===== src/rtl/utf8_pkg.sv =====
package utf8_pkg;

    typedef enum logic [1:0] {
        ST_OK        = 2'd0,
        ST_STOPPED   = 2'd1,
        ST_TRUNCATED = 2'd2
    } t_status;

    localparam int unsigned CP_W  = 31;
    localparam int unsigned REM_W = 3;

    typedef struct packed {
        logic [7:0] data_byte;
        logic       last_byte;
    } t_in_beat;

    typedef struct packed {
        logic [CP_W-1:0] code_point;
        logic            has_code_point;
        logic            end_of_text;
        t_status         status;
    } t_out_beat;

endpackage


===== src/rtl/utf8_byte_stream_decoder_top.sv =====
// UTF-8 decoder for the original six-byte form: one byte per beat in, and
// at most one result per byte out, carrying a code point of up to 31 bits
// or, on the last byte of a text, an end mark with status ok, stopped or
// truncated. Each byte is first held in an input register; from there it
// is decoded against the sequence state and the result is written to an
// output register. It sustains one byte per cycle while i_ready is high;
// o_valid rises only for bytes that yield a result. Output backpressure
// reaches o_ready in the same cycle when both registers are occupied.
module utf8_byte_stream_decoder_top (
    input  logic                 i_clk,
    input  logic                 i_rst_n,
    input  logic                 i_valid,
    output logic                 o_ready,
    input  utf8_pkg::t_in_beat   i_data,
    output logic                 o_valid,
    input  logic                 i_ready,
    output utf8_pkg::t_out_beat  o_data
);

    logic                                   r_in_valid;
    utf8_pkg::t_in_beat                     r_in;
    logic                                   r_out_valid;
    utf8_pkg::t_out_beat                    r_out;
    logic [utf8_pkg::CP_W-1:0]              r_partial;
    logic [utf8_pkg::REM_W-1:0]             r_remaining;
    logic                                   r_halted;

    logic [utf8_pkg::CP_W-1:0]              n_partial;
    logic [utf8_pkg::REM_W-1:0]             n_remaining;
    logic                                   n_halted;
    logic                                   n_emit;
    utf8_pkg::t_out_beat                    n_out;

    logic                                   advance;
    logic                                   done;
    logic [utf8_pkg::CP_W-1:0]              cp;
    logic [7:0]                             b;

    assign advance = r_in_valid && (!r_out_valid || i_ready);
    assign o_ready = !r_in_valid || advance;
    assign o_valid = r_out_valid;
    assign o_data  = r_out;
    assign b       = r_in.data_byte;

    always_comb begin
        n_partial   = r_partial;
        n_remaining = r_remaining;
        n_halted    = r_halted;
        done        = 1'b0;
        cp          = '0;
        n_emit      = 1'b0;
        n_out       = '{code_point: '0, has_code_point: 1'b0,
                        end_of_text: 1'b0, status: utf8_pkg::ST_OK};

        if (!r_halted) begin
            priority if (r_remaining != '0) begin
                n_partial   = {r_partial[utf8_pkg::CP_W-7:0], b[5:0]};
                n_remaining = r_remaining - 3'd1;
                if (r_remaining == 3'd1) begin
                    done = 1'b1;
                    cp   = {r_partial[utf8_pkg::CP_W-7:0], b[5:0]};
                end
            end else if (!b[7]) begin
                done = 1'b1;
                cp   = {24'd0, b[6:0]};
            end else if (b[7:5] == 3'b110) begin
                n_partial   = {26'd0, b[4:0]};
                n_remaining = 3'd1;
            end else if (b[7:4] == 4'b1110) begin
                n_partial   = {27'd0, b[3:0]};
                n_remaining = 3'd2;
            end else if (b[7:3] == 5'b11110) begin
                n_partial   = {28'd0, b[2:0]};
                n_remaining = 3'd3;
            end else if (b[7:2] == 6'b111110) begin
                n_partial   = {29'd0, b[1:0]};
                n_remaining = 3'd4;
            end else if (b[7:1] == 7'b1111110) begin
                n_partial   = {30'd0, b[0]};
                n_remaining = 3'd5;
            end else begin
                n_halted = 1'b1;
            end
        end

        if (r_in.last_byte) begin
            n_emit            = 1'b1;
            n_out.end_of_text = 1'b1;
            priority if (n_halted) begin
                n_out.status = utf8_pkg::ST_STOPPED;
            end else if (done) begin
                n_out.code_point     = cp;
                n_out.has_code_point = 1'b1;
            end else begin
                n_out.status = utf8_pkg::ST_TRUNCATED;
            end
            n_partial   = '0;
            n_remaining = '0;
            n_halted    = 1'b0;
        end else if (done) begin
            n_emit               = 1'b1;
            n_out.code_point     = cp;
            n_out.has_code_point = 1'b1;
            n_partial            = '0;
        end
    end

    always_ff @(posedge i_clk) begin
        if (!i_rst_n) begin
            r_in_valid  <= 1'b0;
            r_out_valid <= 1'b0;
            r_partial   <= '0;
            r_remaining <= '0;
            r_halted    <= 1'b0;
        end else begin
            if (i_valid && o_ready) begin
                r_in_valid <= 1'b1;
            end else if (advance) begin
                r_in_valid <= 1'b0;
            end

            if (advance) begin
                r_out_valid <= n_emit;
                r_partial   <= n_partial;
                r_remaining <= n_remaining;
                r_halted    <= n_halted;
            end else if (i_ready) begin
                r_out_valid <= 1'b0;
            end
        end
    end

    always_ff @(posedge i_clk) begin
        if (i_valid && o_ready) begin
            r_in <= i_data;
        end
        if (advance && n_emit) begin
            r_out <= n_out;
        end
    end

    a_eot_clears: assert property (@(posedge i_clk) disable iff (!i_rst_n)
        advance && r_in.last_byte |=> r_remaining == '0 && !r_halted)
        else $error("state not cleared after last byte");

    a_status_eot: assert property (@(posedge i_clk) disable iff (!i_rst_n)
        r_out_valid && r_out.status != utf8_pkg::ST_OK |-> r_out.end_of_text)
        else $error("non-ok status without end of text");

    a_empty_eot: assert property (@(posedge i_clk) disable iff (!i_rst_n)
        r_out_valid && !r_out.has_code_point |-> r_out.end_of_text)
        else $error("result without code point before end of text");

    a_halt_idle: assert property (@(posedge i_clk) disable iff (!i_rst_n)
        r_halted |-> r_remaining == '0)
        else $error("halted inside a sequence");

    a_in_hold: assert property (@(posedge i_clk) disable iff (!i_rst_n)
        r_in_valid && !advance |=> r_in_valid && $stable(r_in))
        else $error("input register lost a beat");

endmodule

===== config.mk =====
export PLATFORM = sky130hd
export DESIGN_NAME = utf8_byte_stream_decoder_top
export DESIGN_NICKNAME = d
export VERILOG_FILES = /design/src/rtl/utf8_pkg.sv /design/src/rtl/utf8_byte_stream_decoder_top.sv
export SDC_FILE = /design/constraint.sdc
export NUM_CORES = 1
export LEC_CHECK = 0
export BUFFER_PORTS_ARGS = -buffer_cell sky130_fd_sc_hd__buf_4
export CORE_ASPECT_RATIO = 0.5
export CORE_MARGIN = 1.5
export CORE_UTILIZATION = 28
export CTS_BUF_LIST = sky130_fd_sc_hd__clkbuf_8
export CTS_CLUSTER_SIZE = 12
export DETAILED_ROUTE_END_ITERATION = 16
export GPL_TIMING_DRIVEN = 1
export PLACE_DENSITY = 0.44
export SLEW_MARGIN = 20
export SYNTH_ARGS = -nofsm -noshare
export SYNTH_HDL_FRONTEND = slang
export SYNTH_SLANG_ARGS = --single-unit

===== constraint.sdc =====
create_clock -name i_clk -period 3.9 [get_ports i_clk]
set_input_delay 0.585 -clock i_clk [delete_from_list [all_inputs] [get_ports i_clk]]
set_output_delay 0.585 -clock i_clk [all_outputs]
set_load 0.02 [all_outputs]

======== Word-level counts from Yosys, hierarchy flattened ========
Index checks and enable logic that the tools add are counted.
operators by class
  bitwise gates (word level) .............. 1
  equal/unequal tests ..................... 8
  reductions and logical operators ........ 17
  add/sub/neg operators ................... 1
  mux-type cells .......................... 48
operators by type and width
  kind                                                                    count
  25-bit two-way mux                                                      10
  32-bit two-way mux                                                      3
  31-bit two-way mux                                                      3
  3-bit two-way mux                                                       10
  1-bit two-way mux                                                       19
  4-bit AND reduction                                                     2
  8-bit nonzero test                                                      1
  7-bit equality test (second input constant)                             1
  7-bit two-way mux                                                       1
  7-bit nonzero test                                                      1
  6-bit equality test (second input constant)                             1
  3-bit nonzero test                                                      2
  5-bit equality test (second input constant)                             1
  4-bit equality test (second input constant)                             1
  2-bit two-way mux                                                       2
  2-bit nonzero test                                                      2
  4-bit nonzero test                                                      1
  3-bit by 1-bit equality test with 1-bit output (second input constant)  1
  3-bit equality test (second input constant)                             1
  1-bit logical AND                                                       3
  3-bit by 2-bit != test with 1-bit output (second input constant)        1
  3-bit by 1-bit subtractor with 3-bit output (second input constant)     1
  1-bit logical NOT                                                       2
  1-bit logical OR                                                        2
  3 further kinds                                                         3
storage, ports and cells
  logic and storage cells ................. 87
  register bits after elaboration ......... 75
  output and inout port bits .............. 37
  input bits .............................. 13

======== Logic depth before layout (Yosys ltp) ========
  depth after elaboration ................. 11
  depth in mapped cells ................... 10
  mapped depth without buffers ............ 8

======== Worst setup path after synthesis ========
OpenSTA, ideal clock, no wires.
  path type ............................... register -> register
  start ................................... register r_remaining[0] (netlist bit)
  end ..................................... register r_out, in the netlist o_data[0], enable pin
  setup time .............................. 0.429 ns
  clock period less this slack ............ 3.279 ns
  data required time ...................... 3.471 ns
  slack ................................... 0.621 ns
  path buffers ............................ 0
  data arrival time ....................... 2.850 ns
  stages on the path, launching flop included .. 8
  cell sequence ........................... dfxtp_1 -> inv_1 -> ha_1 -> nand2b_1 -> a211o_1 -> inv_2 -> nor2_1 -> nor2_1
on the way
  longest elaborated chain between the ends .. 7
  elaborated cells between the ends (all ways) .. 8
  classes of those cells .................. eq/ne (1); mux (5); reduce/logical (2)
ends and longest elaborated chain
  element                                         RTL line                             source
  start: declaration                              utf8_byte_stream_decoder_top.sv:25   logic [utf8_pkg::REM_W-1:0] r_remaining;
  start signal: assignment                        utf8_byte_stream_decoder_top.sv:125  r_remaining <= n_remaining;
  3-bit by 1-bit equality test with 1-bit output  utf8_byte_stream_decoder_top.sv:59   if (r_remaining == 3'd1) begin
  1-bit two-way mux                               utf8_byte_stream_decoder_top.sv:59
  1-bit two-way mux *                             utf8_byte_stream_decoder_top.sv:56   priority if (r_remaining != '0) begin
  1-bit two-way mux *                             utf8_byte_stream_decoder_top.sv:55   if (!r_halted) begin
  1-bit two-way mux *                             utf8_byte_stream_decoder_top.sv:100  end else if (done) begin
  1-bit two-way mux *                             utf8_byte_stream_decoder_top.sv:86   if (r_in.last_byte) begin
  1-bit logical AND *                             utf8_byte_stream_decoder_top.sv:137  if (advance && n_emit) begin
  end signal: assignment                          utf8_byte_stream_decoder_top.sv:138  r_out <= n_out;
  end: declaration                                utf8_byte_stream_decoder_top.sv:23   utf8_pkg::t_out_beat r_out;
Mark *: on every way between the ends. The rest lies on a longest branch, timed or not.
A chain may end at the register's enable or synchronous reset.

======== Worst setup path in the final report ========
  start ................................... register r_remaining[0] (netlist bit)
  end ..................................... register r_out, in the netlist o_data[16], enable pin
The elaborated chain is that of the path after synthesis.

==> flow_summary.yaml <==
worst_setup_path:
  cp_num_buf_inv: 2
  crit_path_top_delay_cell: "nor2_4"
  path_delay_family: "simple AND/OR/NAND/NOR gates"
  crit_path_end_kind: "flip-flop"
  critPathRequiredTime_ps: 3880
  path_max_fanout: 36
  path_cells: "inv_1, ha_1, nand2b_1, a211o_1, inv_2, nor2_1, nor2_4"
  cpPeakStageDelay_ps: 820
  crit_type: "flip-flop to flip-flop"
  cp.arrival_ps: 2770
  critPathLaunchType: "flip-flop"
floorplan:
  core_sq_um: 10300
  initial_core_util_pct: 29.1
  rows: 26
  die_area_sq_um: 11400
  io-pin-count: 50
  die_w_um: 149
  dieHeight_um: 76.2
global_routing:
  track_usage_pct: 11.4
  grt_pass1_vias: 1943
  grt_pass1_wl_mm: 9.85
  antenna_found_initial: 0
  grt_overflow: 0
  grt_max_degree: 50
sta:
  fin_crit_sh_pct: 71.5
  hold_slack_ps: 406
  fmax_ghz: 0.358
  finalSetupTns_ps: 0
  setup_violations: 0
  rsz0062_at_grt: "no"
  finalHoldViolCount: 0
  max_slew_margin_pct: 32.0
  maxSlewViolCount: 0
  worst_slack_ps: 1110
  finalCriticalPeriod_ps: 2790
  max_slew.worst_pin.slew_ps: 1020
  skew_ps: 6.35
drt:
  drc: 0
  vias: 2003
  finalWirelength_mm: 6.15
  firstDrtPassIters: 4
  drtIter0Drc: 115
  postRouteAntennaNets: 0
  avgViaCountPerCell: 4.43
  drt-wirelength-per-cell_um: 13.6
yosys:
  syn_area_per_cell_sq_um: 11.6
  synth_most_common_cell: "edfxtp_1"
  synth-xor-area-share_pct: 0
  yosysTopAreaCell: "edfxtp_1"
  synth_flop_cell: "edfxtp_1"
  synthArstFlopShare_pct: 0
  yosys.area.top_type_share_pct: 44.0
  synth_top_family_by_area: "simple AND/OR/NAND/NOR gates"
  ys_types: 42
  syn_area_sq_um: 3000
  yosys-mux-area-fraction_pct: 0.333
  synth_seq_area_share_pct: 64.7
  synth_fa_ha_area_share_pct: 1.25
  synthTopCellsByArea: "edfxtp_1 44%, dfxtp_1 21%, and2_1 6.3%"
  synth_nets: 274
  yosys-top-cells-count: "44 x edfxtp_1, 31 x dfxtp_1, 30 x and2_1"
  synth_warnings: 0
  syn-instance-count: 258
  synthSimpleGateAreaFrac_pct: 20.1
  ys_seq_elements: 75
  synth_edf_count: 44
  synth_compound_area_share_pct: 10.0
power_and_ir_drop:
  power_mw: 1.54
  p_leak_nw: 1.30
  power_density_nw_per_um2: 420
  ir_drop_uv: 126
clock_tree:
  path_clk_slew_ps: 70
  holdBufCountCts: 0
  cts_setup_buffers: 0
  clk_path_buf_depth: 2
  clk_latency_ps: 360
  htreeDepth: 3
  cts_tree: "yes"
  cts-buffers-inserted: 9
  cts_num_sinks: 75
  cts-root-buf: "clkbuf_8"
  cts.repair.resized: 0
finish:
  finalNetCount: 323
  stdcell_count: 452
  final_area_sq_um: 3660
  multi_input_area_sq_um: 963
  fill_cells: 1058
  fin_util_pct: 35.5
  area_growth_pct: 21.8
  n_antenna_cell: 0
  register_area_sq_um: 1940
  drive_gt1_share_pct: 25.3
placed_design:
  placed_cells: 436
  place_area_sq_um: 3490
  hpwl_mm: 4.08
  dp_slack_ps: 1070
  port_buffers: 49
  gp_congestion: 0.899
run:
  maxCapViolCount: 0
status:
  outcome: "completed"
hold_path:
  hp-class: "primary input to flip-flop"
[cell usage in the layout, fill, tap and decap left out, types with 4 or more instances in the layout]
| cell type | Yosys | layout |
|---|---|---|
| nand2_1 | 26 | 26 |
| nor2_1 | 9 | 8 |
| buf_4 | 3 | 51 |
| a21oi_1 | 7 | 7 |
| dfxtp_1 | 31 | 31 |
| o21ai_0 | 9 | 9 |
| and2_1 | 30 | 30 |
| o21ai_1 | 16 | 16 |
| inv_1 | 6 | 7 |
| nand3_1 | 27 | 27 |
| clkbuf_8 | 0 | 9 |
| o21ai_2 | 4 | 4 |
| nand2b_1 | 4 | 4 |
| edfxtp_1 | 44 | 44 |
[worst reg2reg max path, cell delays in order, from the launching register on]
cell      delay (ps)
dfxtp_1          380
inv_1             90
ha_1             260
nand2b_1         200
a211o_1          350
inv_2            160
nor2_1           140
nor2_4           820
[where the power goes]
part	internal (mW)	leakage [nW]	switching [mW]
Clock	0.228	0.0871	0.290
Combinational	0.0492	0.552	0.0892
Sequential	0.864	0.666	0.0160
[final cells by class]
class,count,area share [%]
clock inverter,7,1.20
multi-input combinational,163,26.3
sequential,75,53.1
timing repair buffer,51,10.5
clock buffer,9,3.39
inverter,7,0.718
tap,140,4.79
[flip-flops by register name (all words and copies together), names as in the netlist]
signal       flops
b                8
o_data          35
o_valid          1
r_halted         1
r_in             1
r_in_valid       1
r_partial       25
r_remaining      3
[per-layer routing]
metal | GRT usage [%] | vias up | wire length [um] | part of all wire, %
met3 | 4.61 | 7 | 331 | 5.4
met1 | 15.0 | 929 | 2910 | 47
met5 | 0 | - | 0 | 0
met2 | 16.6 | 49 | 2860 | 47
met4 | 4.46 | 0 | 50 | 0.81
li1 | - | 1018 | - | -
[worst paths after layout]
check | from | end | slack [ps] | cells after the start
setup / recovery | r_remaining[0] | o_data[16] | 1110 | 7
hold / removal | i_data[3] | b[2] | 410 | 1
setup reg to reg | r_remaining[0] | o_data[16] | 1110 | 7
hold reg to reg | r_partial[20] | r_partial[20] | 450 | 2
[logic make-up (layout without fill, tap and decap cells)]
kind of cell	Yosys count	in the layout
AND/OR/NAND/NOR	113	113
flip-flops	75	75
AO/OA/AOI/OAI	46	46
buffers and inverters	20	74
adder cells (fa/ha/maj)	3	3
multiplexers	1	1
Power figures use the tool's default switching activity.
